## src/sv/ohlc_pkg.sv

```systemverilog
`timescale 1ns / 1ps

package ohlc_pkg;

    localparam int FIELD_WIDTH     = 32;
    localparam int PRICE_WIDTH_DEF = 32;
    localparam int SUM_WIDTH_DEF   = 64;

endpackage

```

## src/sv/ohlc_if.sv

```systemverilog
`timescale 1ns / 1ps

interface trade_if
    import ohlc_pkg::*;
();
    logic                   valid;
    logic                   ready;
    logic [FIELD_WIDTH-1:0] price;
    logic [FIELD_WIDTH-1:0] amount;
    logic [FIELD_WIDTH-1:0] bucket_id;

    modport source (output valid, output price, output amount, output bucket_id, input ready);
    modport sink   (input valid, input price, input amount, input bucket_id, output ready);
endinterface

interface bar_if
    import ohlc_pkg::*;
();
    logic                   valid;
    logic                   ready;
    logic                   new_bar;
    logic [FIELD_WIDTH-1:0] bar_high;
    logic [FIELD_WIDTH-1:0] bar_low;
    logic [FIELD_WIDTH-1:0] bar_open;
    logic [FIELD_WIDTH-1:0] bar_close;
    logic [FIELD_WIDTH-1:0] bar_bucket;
    logic [FIELD_WIDTH-1:0] run_high;
    logic [FIELD_WIDTH-1:0] run_low;
    logic                   sum_saturated;

    modport source (
        output valid, output new_bar, output bar_high, output bar_low, output bar_open,
        output bar_close, output bar_bucket, output run_high, output run_low,
        output sum_saturated, input ready
    );
    modport sink (
        input valid, input new_bar, input bar_high, input bar_low, input bar_open,
        input bar_close, input bar_bucket, input run_high, input run_low,
        input sum_saturated, output ready
    );
endinterface

```

## src/sv/ohlc_div.sv

```systemverilog
`timescale 1ns / 1ps

module ohlc_div
    import ohlc_pkg::*;
#(
    parameter int PRICE_WIDTH = PRICE_WIDTH_DEF,
    parameter int SUM_WIDTH   = SUM_WIDTH_DEF
)
(
    input  logic                   clk,
    input  logic                   rst_n,
    input  logic                   start,
    input  logic [SUM_WIDTH-1:0]   dividend,
    input  logic [SUM_WIDTH-1:0]   divisor,
    output logic                   done,
    output logic [PRICE_WIDTH-1:0] quotient
);

    localparam int CNT_W = $clog2(PRICE_WIDTH + 1);

    typedef enum logic [1:0] {
        D_IDLE,
        D_CHECK,
        D_RUN,
        D_DONE
    } div_state_t;

    div_state_t             state_reg;
    logic [SUM_WIDTH-1:0]   rem_reg;
    logic [SUM_WIDTH-1:0]   dvs_reg;
    logic [PRICE_WIDTH-1:0] low_reg;
    logic [PRICE_WIDTH-1:0] quo_reg;
    logic [CNT_W-1:0]       cnt_reg;

    logic [SUM_WIDTH:0]     shifted;
    logic [SUM_WIDTH:0]     diff;
    logic                   ge;

    assign shifted = {rem_reg, low_reg[PRICE_WIDTH-1]};
    assign diff    = shifted - {1'b0, dvs_reg};
    assign ge      = !diff[SUM_WIDTH];

    always_ff @(posedge clk or negedge rst_n)
    begin
        if (!rst_n)
        begin
            state_reg <= D_IDLE;
            rem_reg   <= '0;
            dvs_reg   <= '0;
            low_reg   <= '0;
            quo_reg   <= '0;
            cnt_reg   <= '0;
        end
        else
        begin
            case (state_reg)
                D_IDLE:
                begin
                    if (start)
                    begin
                        rem_reg   <= SUM_WIDTH'(dividend[SUM_WIDTH-1:PRICE_WIDTH]);
                        low_reg   <= dividend[PRICE_WIDTH-1:0];
                        dvs_reg   <= divisor;
                        state_reg <= D_CHECK;
                    end
                end
                D_CHECK:
                begin
                    // quotient does not fit: clamp to the largest price
                    if (rem_reg >= dvs_reg)
                    begin
                        quo_reg   <= '1;
                        state_reg <= D_DONE;
                    end
                    else
                    begin
                        quo_reg   <= '0;
                        cnt_reg   <= CNT_W'(PRICE_WIDTH);
                        state_reg <= D_RUN;
                    end
                end
                D_RUN:
                begin
                    rem_reg <= ge ? diff[SUM_WIDTH-1:0] : shifted[SUM_WIDTH-1:0];
                    low_reg <= {low_reg[PRICE_WIDTH-2:0], 1'b0};
                    quo_reg <= {quo_reg[PRICE_WIDTH-2:0], ge};
                    cnt_reg <= cnt_reg - CNT_W'(1);
                    if (cnt_reg == CNT_W'(1))
                    begin
                        state_reg <= D_DONE;
                    end
                end
                D_DONE:
                begin
                    state_reg <= D_IDLE;
                end
                default:
                begin
                    state_reg <= D_IDLE;
                end
            endcase
        end
    end

    assign done     = (state_reg == D_DONE);
    assign quotient = quo_reg;

endmodule

```

## src/sv/ohlc_vwap_bar_aggregator.sv

```systemverilog
`timescale 1ns / 1ps

// OHLC bar aggregator with volume-weighted close. Each trade beat updates the
// current bar (opened anew when the bucket id changes, or on the first trade)
// and yields one bar beat with high, low, open, VWAP close, bucket, running
// high/low and a sum saturation flag. No new trade is accepted until that bar
// beat has been registered: each trade passes through the multiply, two
// saturating sums on a shared adder, and a restoring divider that runs an
// overflow check and then yields one quotient bit per cycle. A quotient too
// wide for a price clamps right after the check. A trade whose amount sum is
// zero skips the divider and keeps the previous close. A finished bar beat
// waits in its output register while the next trade is taken.
module ohlc_vwap_bar_aggregator
    import ohlc_pkg::*;
#(
    parameter int PRICE_WIDTH = PRICE_WIDTH_DEF,
    parameter int SUM_WIDTH   = SUM_WIDTH_DEF
)
(
    input  logic   clk,
    input  logic   rst_n,
    trade_if.sink  trade,
    bar_if.source  bar
);

    localparam int PROD_W = 2 * PRICE_WIDTH;
    localparam int ACC_W  = ((PROD_W > SUM_WIDTH) ? PROD_W : SUM_WIDTH) + 1;

    localparam logic [ACC_W-1:0] SMASK_W = ACC_W'({SUM_WIDTH{1'b1}});

    typedef enum logic [2:0] {
        S_IDLE,
        S_MUL,
        S_VADD,
        S_AADD,
        S_DIVGO,
        S_DIV,
        S_EMIT
    } state_t;

    state_t                 state_reg;

    logic [PRICE_WIDTH-1:0] price_reg;
    logic [PRICE_WIDTH-1:0] amount_reg;
    logic [FIELD_WIDTH-1:0] bucket_in_reg;
    logic [PROD_W-1:0]      product_reg;
    logic                   opened_reg;

    logic                   have_bar_reg;
    logic [PRICE_WIDTH-1:0] high_reg;
    logic [PRICE_WIDTH-1:0] low_reg;
    logic [PRICE_WIDTH-1:0] open_reg;
    logic [PRICE_WIDTH-1:0] close_reg;
    logic [FIELD_WIDTH-1:0] bucket_reg;
    logic [SUM_WIDTH-1:0]   value_sum_reg;
    logic [SUM_WIDTH-1:0]   amount_sum_reg;
    logic [PRICE_WIDTH-1:0] all_high_reg;
    logic [FIELD_WIDTH-1:0] all_low_reg;
    logic                   sat_reg;

    logic                   out_valid_reg;
    logic                   out_new_bar_reg;
    logic [FIELD_WIDTH-1:0] out_high_reg;
    logic [FIELD_WIDTH-1:0] out_low_reg;
    logic [FIELD_WIDTH-1:0] out_open_reg;
    logic [FIELD_WIDTH-1:0] out_close_reg;
    logic [FIELD_WIDTH-1:0] out_bucket_reg;
    logic [FIELD_WIDTH-1:0] out_run_high_reg;
    logic [FIELD_WIDTH-1:0] out_run_low_reg;
    logic                   out_sat_reg;

    logic [ACC_W-1:0]       add_a;
    logic [ACC_W-1:0]       add_b;
    logic [ACC_W-1:0]       add_sum;
    logic                   add_sat;
    logic [SUM_WIDTH-1:0]   add_res;
    logic                   is_new;
    logic                   emit_fire;
    logic                   div_start;
    logic                   div_done;
    logic [PRICE_WIDTH-1:0] div_quo;

    // shared saturating adder: value sum, then amount sum
    always_comb
    begin
        if (state_reg == S_AADD)
        begin
            add_a = opened_reg ? '0 : ACC_W'(amount_sum_reg);
            add_b = ACC_W'(amount_reg);
        end
        else
        begin
            add_a = opened_reg ? '0 : ACC_W'(value_sum_reg);
            add_b = ACC_W'(product_reg);
        end
    end

    assign add_sum   = add_a + add_b;
    assign add_sat   = (add_sum > SMASK_W);
    assign add_res   = add_sat ? {SUM_WIDTH{1'b1}} : add_sum[SUM_WIDTH-1:0];
    assign is_new    = !have_bar_reg || (bucket_in_reg != bucket_reg);
    assign emit_fire = (state_reg == S_EMIT) && (!out_valid_reg || bar.ready);
    assign div_start = (state_reg == S_DIVGO) && (amount_sum_reg != '0);

    ohlc_div #(
        .PRICE_WIDTH (PRICE_WIDTH),
        .SUM_WIDTH   (SUM_WIDTH)
    ) u_div (
        .clk      (clk),
        .rst_n    (rst_n),
        .start    (div_start),
        .dividend (value_sum_reg),
        .divisor  (amount_sum_reg),
        .done     (div_done),
        .quotient (div_quo)
    );

    always_ff @(posedge clk or negedge rst_n)
    begin
        if (!rst_n)
        begin
            state_reg        <= S_IDLE;
            price_reg        <= '0;
            amount_reg       <= '0;
            bucket_in_reg    <= '0;
            product_reg      <= '0;
            opened_reg       <= 1'b0;
            have_bar_reg     <= 1'b0;
            high_reg         <= '0;
            low_reg          <= '0;
            open_reg         <= '0;
            close_reg        <= '0;
            bucket_reg       <= '0;
            value_sum_reg    <= '0;
            amount_sum_reg   <= '0;
            all_high_reg     <= '0;
            all_low_reg      <= '1;
            sat_reg          <= 1'b0;
            out_valid_reg    <= 1'b0;
            out_new_bar_reg  <= 1'b0;
            out_high_reg     <= '0;
            out_low_reg      <= '0;
            out_open_reg     <= '0;
            out_close_reg    <= '0;
            out_bucket_reg   <= '0;
            out_run_high_reg <= '0;
            out_run_low_reg  <= '0;
            out_sat_reg      <= 1'b0;
        end
        else
        begin
            if (emit_fire)
            begin
                out_valid_reg <= 1'b1;
            end
            else if (bar.valid && bar.ready)
            begin
                out_valid_reg <= 1'b0;
            end

            case (state_reg)
                S_IDLE:
                begin
                    if (trade.valid)
                    begin
                        price_reg     <= trade.price[PRICE_WIDTH-1:0];
                        amount_reg    <= trade.amount[PRICE_WIDTH-1:0];
                        bucket_in_reg <= trade.bucket_id;
                        state_reg     <= S_MUL;
                    end
                end
                S_MUL:
                begin
                    product_reg <= PROD_W'(price_reg) * PROD_W'(amount_reg);
                    opened_reg  <= is_new;
                    if (price_reg > all_high_reg)
                    begin
                        all_high_reg <= price_reg;
                    end
                    if (FIELD_WIDTH'(price_reg) < all_low_reg)
                    begin
                        all_low_reg <= FIELD_WIDTH'(price_reg);
                    end
                    if (is_new)
                    begin
                        // open at the previous close; the close carries over
                        open_reg     <= close_reg;
                        high_reg     <= price_reg;
                        low_reg      <= price_reg;
                        bucket_reg   <= bucket_in_reg;
                        have_bar_reg <= 1'b1;
                        sat_reg      <= 1'b0;
                    end
                    else
                    begin
                        if (price_reg > high_reg)
                        begin
                            high_reg <= price_reg;
                        end
                        if (price_reg < low_reg)
                        begin
                            low_reg <= price_reg;
                        end
                    end
                    state_reg <= S_VADD;
                end
                S_VADD:
                begin
                    value_sum_reg <= add_res;
                    sat_reg       <= sat_reg | add_sat;
                    state_reg     <= S_AADD;
                end
                S_AADD:
                begin
                    amount_sum_reg <= add_res;
                    sat_reg        <= sat_reg | add_sat;
                    state_reg      <= S_DIVGO;
                end
                S_DIVGO:
                begin
                    state_reg <= (amount_sum_reg != '0) ? S_DIV : S_EMIT;
                end
                S_DIV:
                begin
                    if (div_done)
                    begin
                        close_reg <= div_quo;
                        state_reg <= S_EMIT;
                    end
                end
                S_EMIT:
                begin
                    if (emit_fire)
                    begin
                        out_new_bar_reg  <= opened_reg;
                        out_high_reg     <= FIELD_WIDTH'(high_reg);
                        out_low_reg      <= FIELD_WIDTH'(low_reg);
                        out_open_reg     <= FIELD_WIDTH'(open_reg);
                        out_close_reg    <= FIELD_WIDTH'(close_reg);
                        out_bucket_reg   <= bucket_reg;
                        out_run_high_reg <= FIELD_WIDTH'(all_high_reg);
                        out_run_low_reg  <= all_low_reg;
                        out_sat_reg      <= sat_reg;
                        state_reg        <= S_IDLE;
                    end
                end
                default:
                begin
                    state_reg <= S_IDLE;
                end
            endcase
        end
    end

    assign trade.ready       = (state_reg == S_IDLE);
    assign bar.valid         = out_valid_reg;
    assign bar.new_bar       = out_new_bar_reg;
    assign bar.bar_high      = out_high_reg;
    assign bar.bar_low       = out_low_reg;
    assign bar.bar_open      = out_open_reg;
    assign bar.bar_close     = out_close_reg;
    assign bar.bar_bucket    = out_bucket_reg;
    assign bar.run_high      = out_run_high_reg;
    assign bar.run_low       = out_run_low_reg;
    assign bar.sum_saturated = out_sat_reg;

    a_emit_hold: assert property (@(posedge clk) disable iff (!rst_n)
        (state_reg == S_EMIT && out_valid_reg && !bar.ready) |=> state_reg == S_EMIT)
        else $error("emit left while output beat still pending");

    a_bar_order: assert property (@(posedge clk) disable iff (!rst_n)
        have_bar_reg |-> low_reg <= high_reg)
        else $error("bar low above bar high");

    a_run_order: assert property (@(posedge clk) disable iff (!rst_n)
        have_bar_reg |-> all_low_reg <= FIELD_WIDTH'(all_high_reg))
        else $error("running low above running high");

    a_div_owner: assert property (@(posedge clk) disable iff (!rst_n)
        div_done |-> state_reg == S_DIV)
        else $error("divider finished outside divide state");

    a_out_after_bar: assert property (@(posedge clk) disable iff (!rst_n)
        out_valid_reg |-> have_bar_reg)
        else $error("bar beat without an open bar");

endmodule
```

## src/flat_wrapper.sv

```systemverilog
// flat-port wrapper written by rule: the top's interface ports become plain ports
module ohlc_vwap_bar_aggregator_flat import ohlc_pkg::*;
#(
    parameter int PRICE_WIDTH = PRICE_WIDTH_DEF,
    parameter int SUM_WIDTH   = SUM_WIDTH_DEF
)
  (clk, rst_n, trade_valid, trade_price, trade_amount, trade_bucket_id, trade_ready, bar_valid, bar_new_bar, bar_bar_high, bar_bar_low, bar_bar_open, bar_bar_close, bar_bar_bucket, bar_run_high, bar_run_low, bar_sum_saturated, bar_ready);
  trade_if trade_i ();
  bar_if bar_i ();
  input  logic clk;
  input  logic rst_n;
  input wire logic [$bits(trade_i.valid)-1:0] trade_valid;
  input wire logic [$bits(trade_i.price)-1:0] trade_price;
  input wire logic [$bits(trade_i.amount)-1:0] trade_amount;
  input wire logic [$bits(trade_i.bucket_id)-1:0] trade_bucket_id;
  output wire logic [$bits(trade_i.ready)-1:0] trade_ready;
  output wire logic [$bits(bar_i.valid)-1:0] bar_valid;
  output wire logic [$bits(bar_i.new_bar)-1:0] bar_new_bar;
  output wire logic [$bits(bar_i.bar_high)-1:0] bar_bar_high;
  output wire logic [$bits(bar_i.bar_low)-1:0] bar_bar_low;
  output wire logic [$bits(bar_i.bar_open)-1:0] bar_bar_open;
  output wire logic [$bits(bar_i.bar_close)-1:0] bar_bar_close;
  output wire logic [$bits(bar_i.bar_bucket)-1:0] bar_bar_bucket;
  output wire logic [$bits(bar_i.run_high)-1:0] bar_run_high;
  output wire logic [$bits(bar_i.run_low)-1:0] bar_run_low;
  output wire logic [$bits(bar_i.sum_saturated)-1:0] bar_sum_saturated;
  input wire logic [$bits(bar_i.ready)-1:0] bar_ready;
  assign trade_i.valid = trade_valid;
  assign trade_i.price = trade_price;
  assign trade_i.amount = trade_amount;
  assign trade_i.bucket_id = trade_bucket_id;
  assign trade_ready = trade_i.ready;
  assign bar_valid = bar_i.valid;
  assign bar_new_bar = bar_i.new_bar;
  assign bar_bar_high = bar_i.bar_high;
  assign bar_bar_low = bar_i.bar_low;
  assign bar_bar_open = bar_i.bar_open;
  assign bar_bar_close = bar_i.bar_close;
  assign bar_bar_bucket = bar_i.bar_bucket;
  assign bar_run_high = bar_i.run_high;
  assign bar_run_low = bar_i.run_low;
  assign bar_sum_saturated = bar_i.sum_saturated;
  assign bar_i.ready = bar_ready;
  ohlc_vwap_bar_aggregator #(.PRICE_WIDTH(PRICE_WIDTH), .SUM_WIDTH(SUM_WIDTH)) u_core (.clk(clk), .rst_n(rst_n), .trade(trade_i), .bar(bar_i));
endmodule
```

## config.mk

```make
export PLATFORM = sky130hd
export DESIGN_NAME = ohlc_vwap_bar_aggregator_flat
export DESIGN_NICKNAME = d
export VERILOG_FILES = /design/src/sv/ohlc_pkg.sv /design/src/sv/ohlc_if.sv /design/src/sv/ohlc_div.sv /design/src/sv/ohlc_vwap_bar_aggregator.sv /design/src/flat_wrapper.sv
export SDC_FILE = /design/constraint.sdc
export NUM_CORES = 2
export LEC_CHECK = 0
export ABC_AREA = 1
export BUFFER_PORTS_ARGS = -buffer_cell sky130_fd_sc_hd__buf_4
export CORE_UTILIZATION = 55
export CTS_CLUSTER_DIAMETER = 30
export CTS_CLUSTER_SIZE = 40
export DETAILED_ROUTE_END_ITERATION = 8
export PLACE_DENSITY = 0.7
export SLEW_MARGIN = 10
export SYNTH_ARGS = -nofsm -noshare
export SYNTH_HDL_FRONTEND = slang
export SYNTH_SLANG_ARGS = --single-unit
```

## constraint.sdc

```tcl
create_clock -name clk -period 20.9 [get_ports clk]
set_input_delay 1.045 -clock clk [delete_from_list [all_inputs] [get_ports clk]]
set_output_delay 1.045 -clock clk [all_outputs]
set_load 0.01 [all_outputs]
```

==> impl_metrics.toml <==
[synthesis]
synth_cells = 11700
synth.ff_latch_count = 945
yosys.cell_types.count = 58
synth.top_cell.area_share_pct = 25.7
synthFlopType = "sky130_fd_sc_hd__dfrtp_1"
fraction_of_the_mapped_netlist_area_in_compound_gates_pct = 8.65
synthesis.area_um2 = 89000
synth_top_cells_by_count = "sky130_fd_sc_hd__nand2_1 (3115), sky130_fd_sc_hd__inv_1 (2487), sky130_fd_sc_hd__dfrtp_1 (913)"
synth_adder_area_share_pct = 28.4
synth_top_family_by_area = "adder cells"
synthXorXnorAreaFrac_pct = 0.895
post-synth-top-area-cell = "sky130_fd_sc_hd__dfrtp_1"
synth_nets = 13300
synth_enable_flop_cells = 0
post-synth-top-count-cell = "sky130_fd_sc_hd__nand2_1"
synth.top_cells.by_area = "sky130_fd_sc_hd__dfrtp_1 (26%), sky130_fd_sc_hd__fa_1 (20%), sky130_fd_sc_hd__nand2_1 (13%), sky130_fd_sc_hd__inv_1 (10%), sky130_fd_sc_hd__ha_1 (8.2%)"
multiplexer_area_fraction_after_synthesis_pct = 1.47
fraction_of_the_yosys_area_taken_by_sequential_cells_pct = 26.6
avgSynthCellArea_um2 = 7.58
ys_async_sr_fraction_pct = 100
yosys_warnings = 0
synth_simple_gate_area_share_pct = 20.9

[cells_and_area]
final_nets = 13500
layout-area-overhead-vs-synth_pct = 13.3
post_route_cells_drive_above_1_share_pct = 8.87
fin_area_um2 = 101000

[clock_tree]
cts_tree = "yes"
cts_made_buffers = 214
cts.repair.resized = 0
cts_hold_buffers = 0
clk_latency_ps = 850
cts_root_buffer = "sky130_fd_sc_hd__clkbuf_16"
cts.path.max_buffers = 3
clkSlewWorstSetupHoldPaths_ps = 50
clock-sinks = 945
cts-htree-levels = 4
cts.repair_timing.setup_buffer_count = 0

[placement]
gp_routability_congestion = 1.01
dpl-instance-area_um2 = 93000
hpwlAfterDp_um = 225000
buffer_ports.inserted = 327

[drt]
num_vias = 79500
antenna_violating_nets_post_route = 0
via_to_cell_ratio = 5.59
route.detailed.wl_per_inst_um = 21.1
route.detailed.drc = 0
routed_wirelength_um = 300000
dr.first_iter.drc_count = 8033
first_pass_iters = 9

[sta]
max_slew_headroom_pct = 15.2
holdWs_ps = 152
slew_viol_final = 0
finalCritPeriodShare_pct = 41.2
fin_setup_tns_ps = 0
timing.final.setup_violations = 0
rsz0062_at_grt = "false"
clock-skew-final_ps = 86.2
fin_crit_ps = 8620
slew_at_the_pin_closest_to_its_max_slew_limit_ps = 1270
hold_violations = 0
maximum_operating_frequency_ghz = 0.116

[die]
die_x_um = 404
io_pins = 328
dieHeight_um = 404
start_util_pct = 55.4
core_area_um2 = 161000
rows = 147
design.die.area_um2 = 163000

[power_and_ir_drop]
ir_worst_vdd_mv = 0.0821
post-layout-total-power_w = 0.00547
p_per_area_nw_per_um2 = 54.2
power_leakage_nw = 56.7

[setup_path]
critPathMaxStageDelay_ps = 890
endpoint_kind = "register"
timing.critical_path.required_ps = 21530
crit_top_cell = "sky130_fd_sc_hd__fa_1"
timing.critical_path.from_type = "register"
timing.critical_path.slowest_stage_cell = "sky130_fd_sc_hd__dfrtp_1"
timing.setup.critical_path_class = "reg2reg"
arrival_ps = 9250
crit_path_max_fanout = 22
critical_path.n_buffers_inverters = 8
worst_path_dominant_cell_family = "adder cells"

[global_routing]
wire_length_of_the_first_global_routing_pass_um = 466000
grt_max_degree = 224
globalRouteOverflowTotal = 0
grt_usage_pct = 37.2
initial_antenna_violation_count = 6
vias_in_the_first_global_route = 80100

[hold_path]
worst_hold_path_type = "in2async"

[outcome]
result_of_the_run = "complete, no violations"

[flow_run]
number_of_max_capacitance_violations_reported = 0
## layout make-up
class | count | area (um2)
sequential | 945 | 23700
inverter | 2505 | 9400
fill | 14200 | 59700
tap | 2160 | 2700
antenna | 2 | 5.00
multi-input combinational | 7765 | 53900
clock buffer | 259 | 5790
clock inverter | 148 | 2050
timing repair buffer | 440 | 3350
## final timing paths
check                                 startpoint                       end  slack, ps  cells after the start
max reg2reg                 u_core.price_reg[13]    u_core.product_reg[46]      12280                     27
min                                        rst_n  u_core.u_div.rem_reg[61]        150                      1
min in group clk                 trade_price[23]      u_core.price_reg[23]        430                      2
max in group asynchronous                  rst_n      u_core.price_reg[29]      16370                      5
max                         u_core.price_reg[13]    u_core.product_reg[46]      12280                     27
min reg2reg                u_core.all_low_reg[4]     u_core.all_low_reg[4]        460                      2
## power by group
group / internal (W) / leakage [nW] / switching [W]
sequential: 0.00183 / 13.0 / 0.00000000000000000000209
combinational: 0.0000134 / 40.0 / 0.0000414
clock: 0.00241 / 3.70 / 0.00117
total: 0.00425 / 56.7 / 0.00122
## placed cells by master, fill, tap and decap left out, drive strengths merged, types with 3 or more instances in the layout
| cell type | n |
|---|---|
| nor3 | 50 |
| o211ai | 4 |
| a21o | 14 |
| nand3b | 27 |
| nor4 | 33 |
| clkbuf | 259 |
| mux2 | 116 |
| a211oi | 3 |
| o22ai | 8 |
| nand2 | 3131 |
| inv | 2525 |
| xor2 | 24 |
| and3 | 3 |
| nand4 | 57 |
| o21bai | 33 |
| dfrtp | 913 |
| nor2 | 709 |
| nand3 | 559 |
| xnor2 | 67 |
| o21a | 9 |
| a31oi | 76 |
| buf | 440 |
| clkinv | 53 |
| fa | 898 |
| a21oi | 618 |
| clkinvlp | 41 |
| o2111ai | 5 |
| o21ai | 686 |
| or2 | 32 |
| a21boi | 5 |
| ha | 587 |
| dfstp | 32 |
| bufinv | 34 |
## layer usage
metal | vias to the layer above | part of all wire, % | global-route usage (%)
li1 | 36000 | - | -
met1 | 39100 | 41 | 50.7
met2 | 3664 | 45 | 58.2
met3 | 751 | 9.2 | 6.99
met5 | - | 0.017 | 0
met4 | 8 | 4.6 | 15.9
## per-stage QoR
stage                     utilization [%]  instances  worst slack [ps]
after global placement               57.9      13800             12580
after global routing                 62.8      14200             12030
after detailed placement             57.9      13800             12540
after floorplan                         -      11700             14140
after CTS                            62.8      14200             12420
final                                62.8      14200             12280
## cell families (layout without fill, tap and decap cells)
family / Yosys count / count (layout)
other: 0 / 2
AOI/OAI and AO/OA: 1468 / 1468
muxes: 116 / 116
buffers and inverters: 3038 / 3352
and+or+nand+nor: 4605 / 4605
adders and majority gates: 1485 / 1485
xor gates and xnor gates: 91 / 91
DFF: 945 / 945
(Power assumes the default switching activity.)
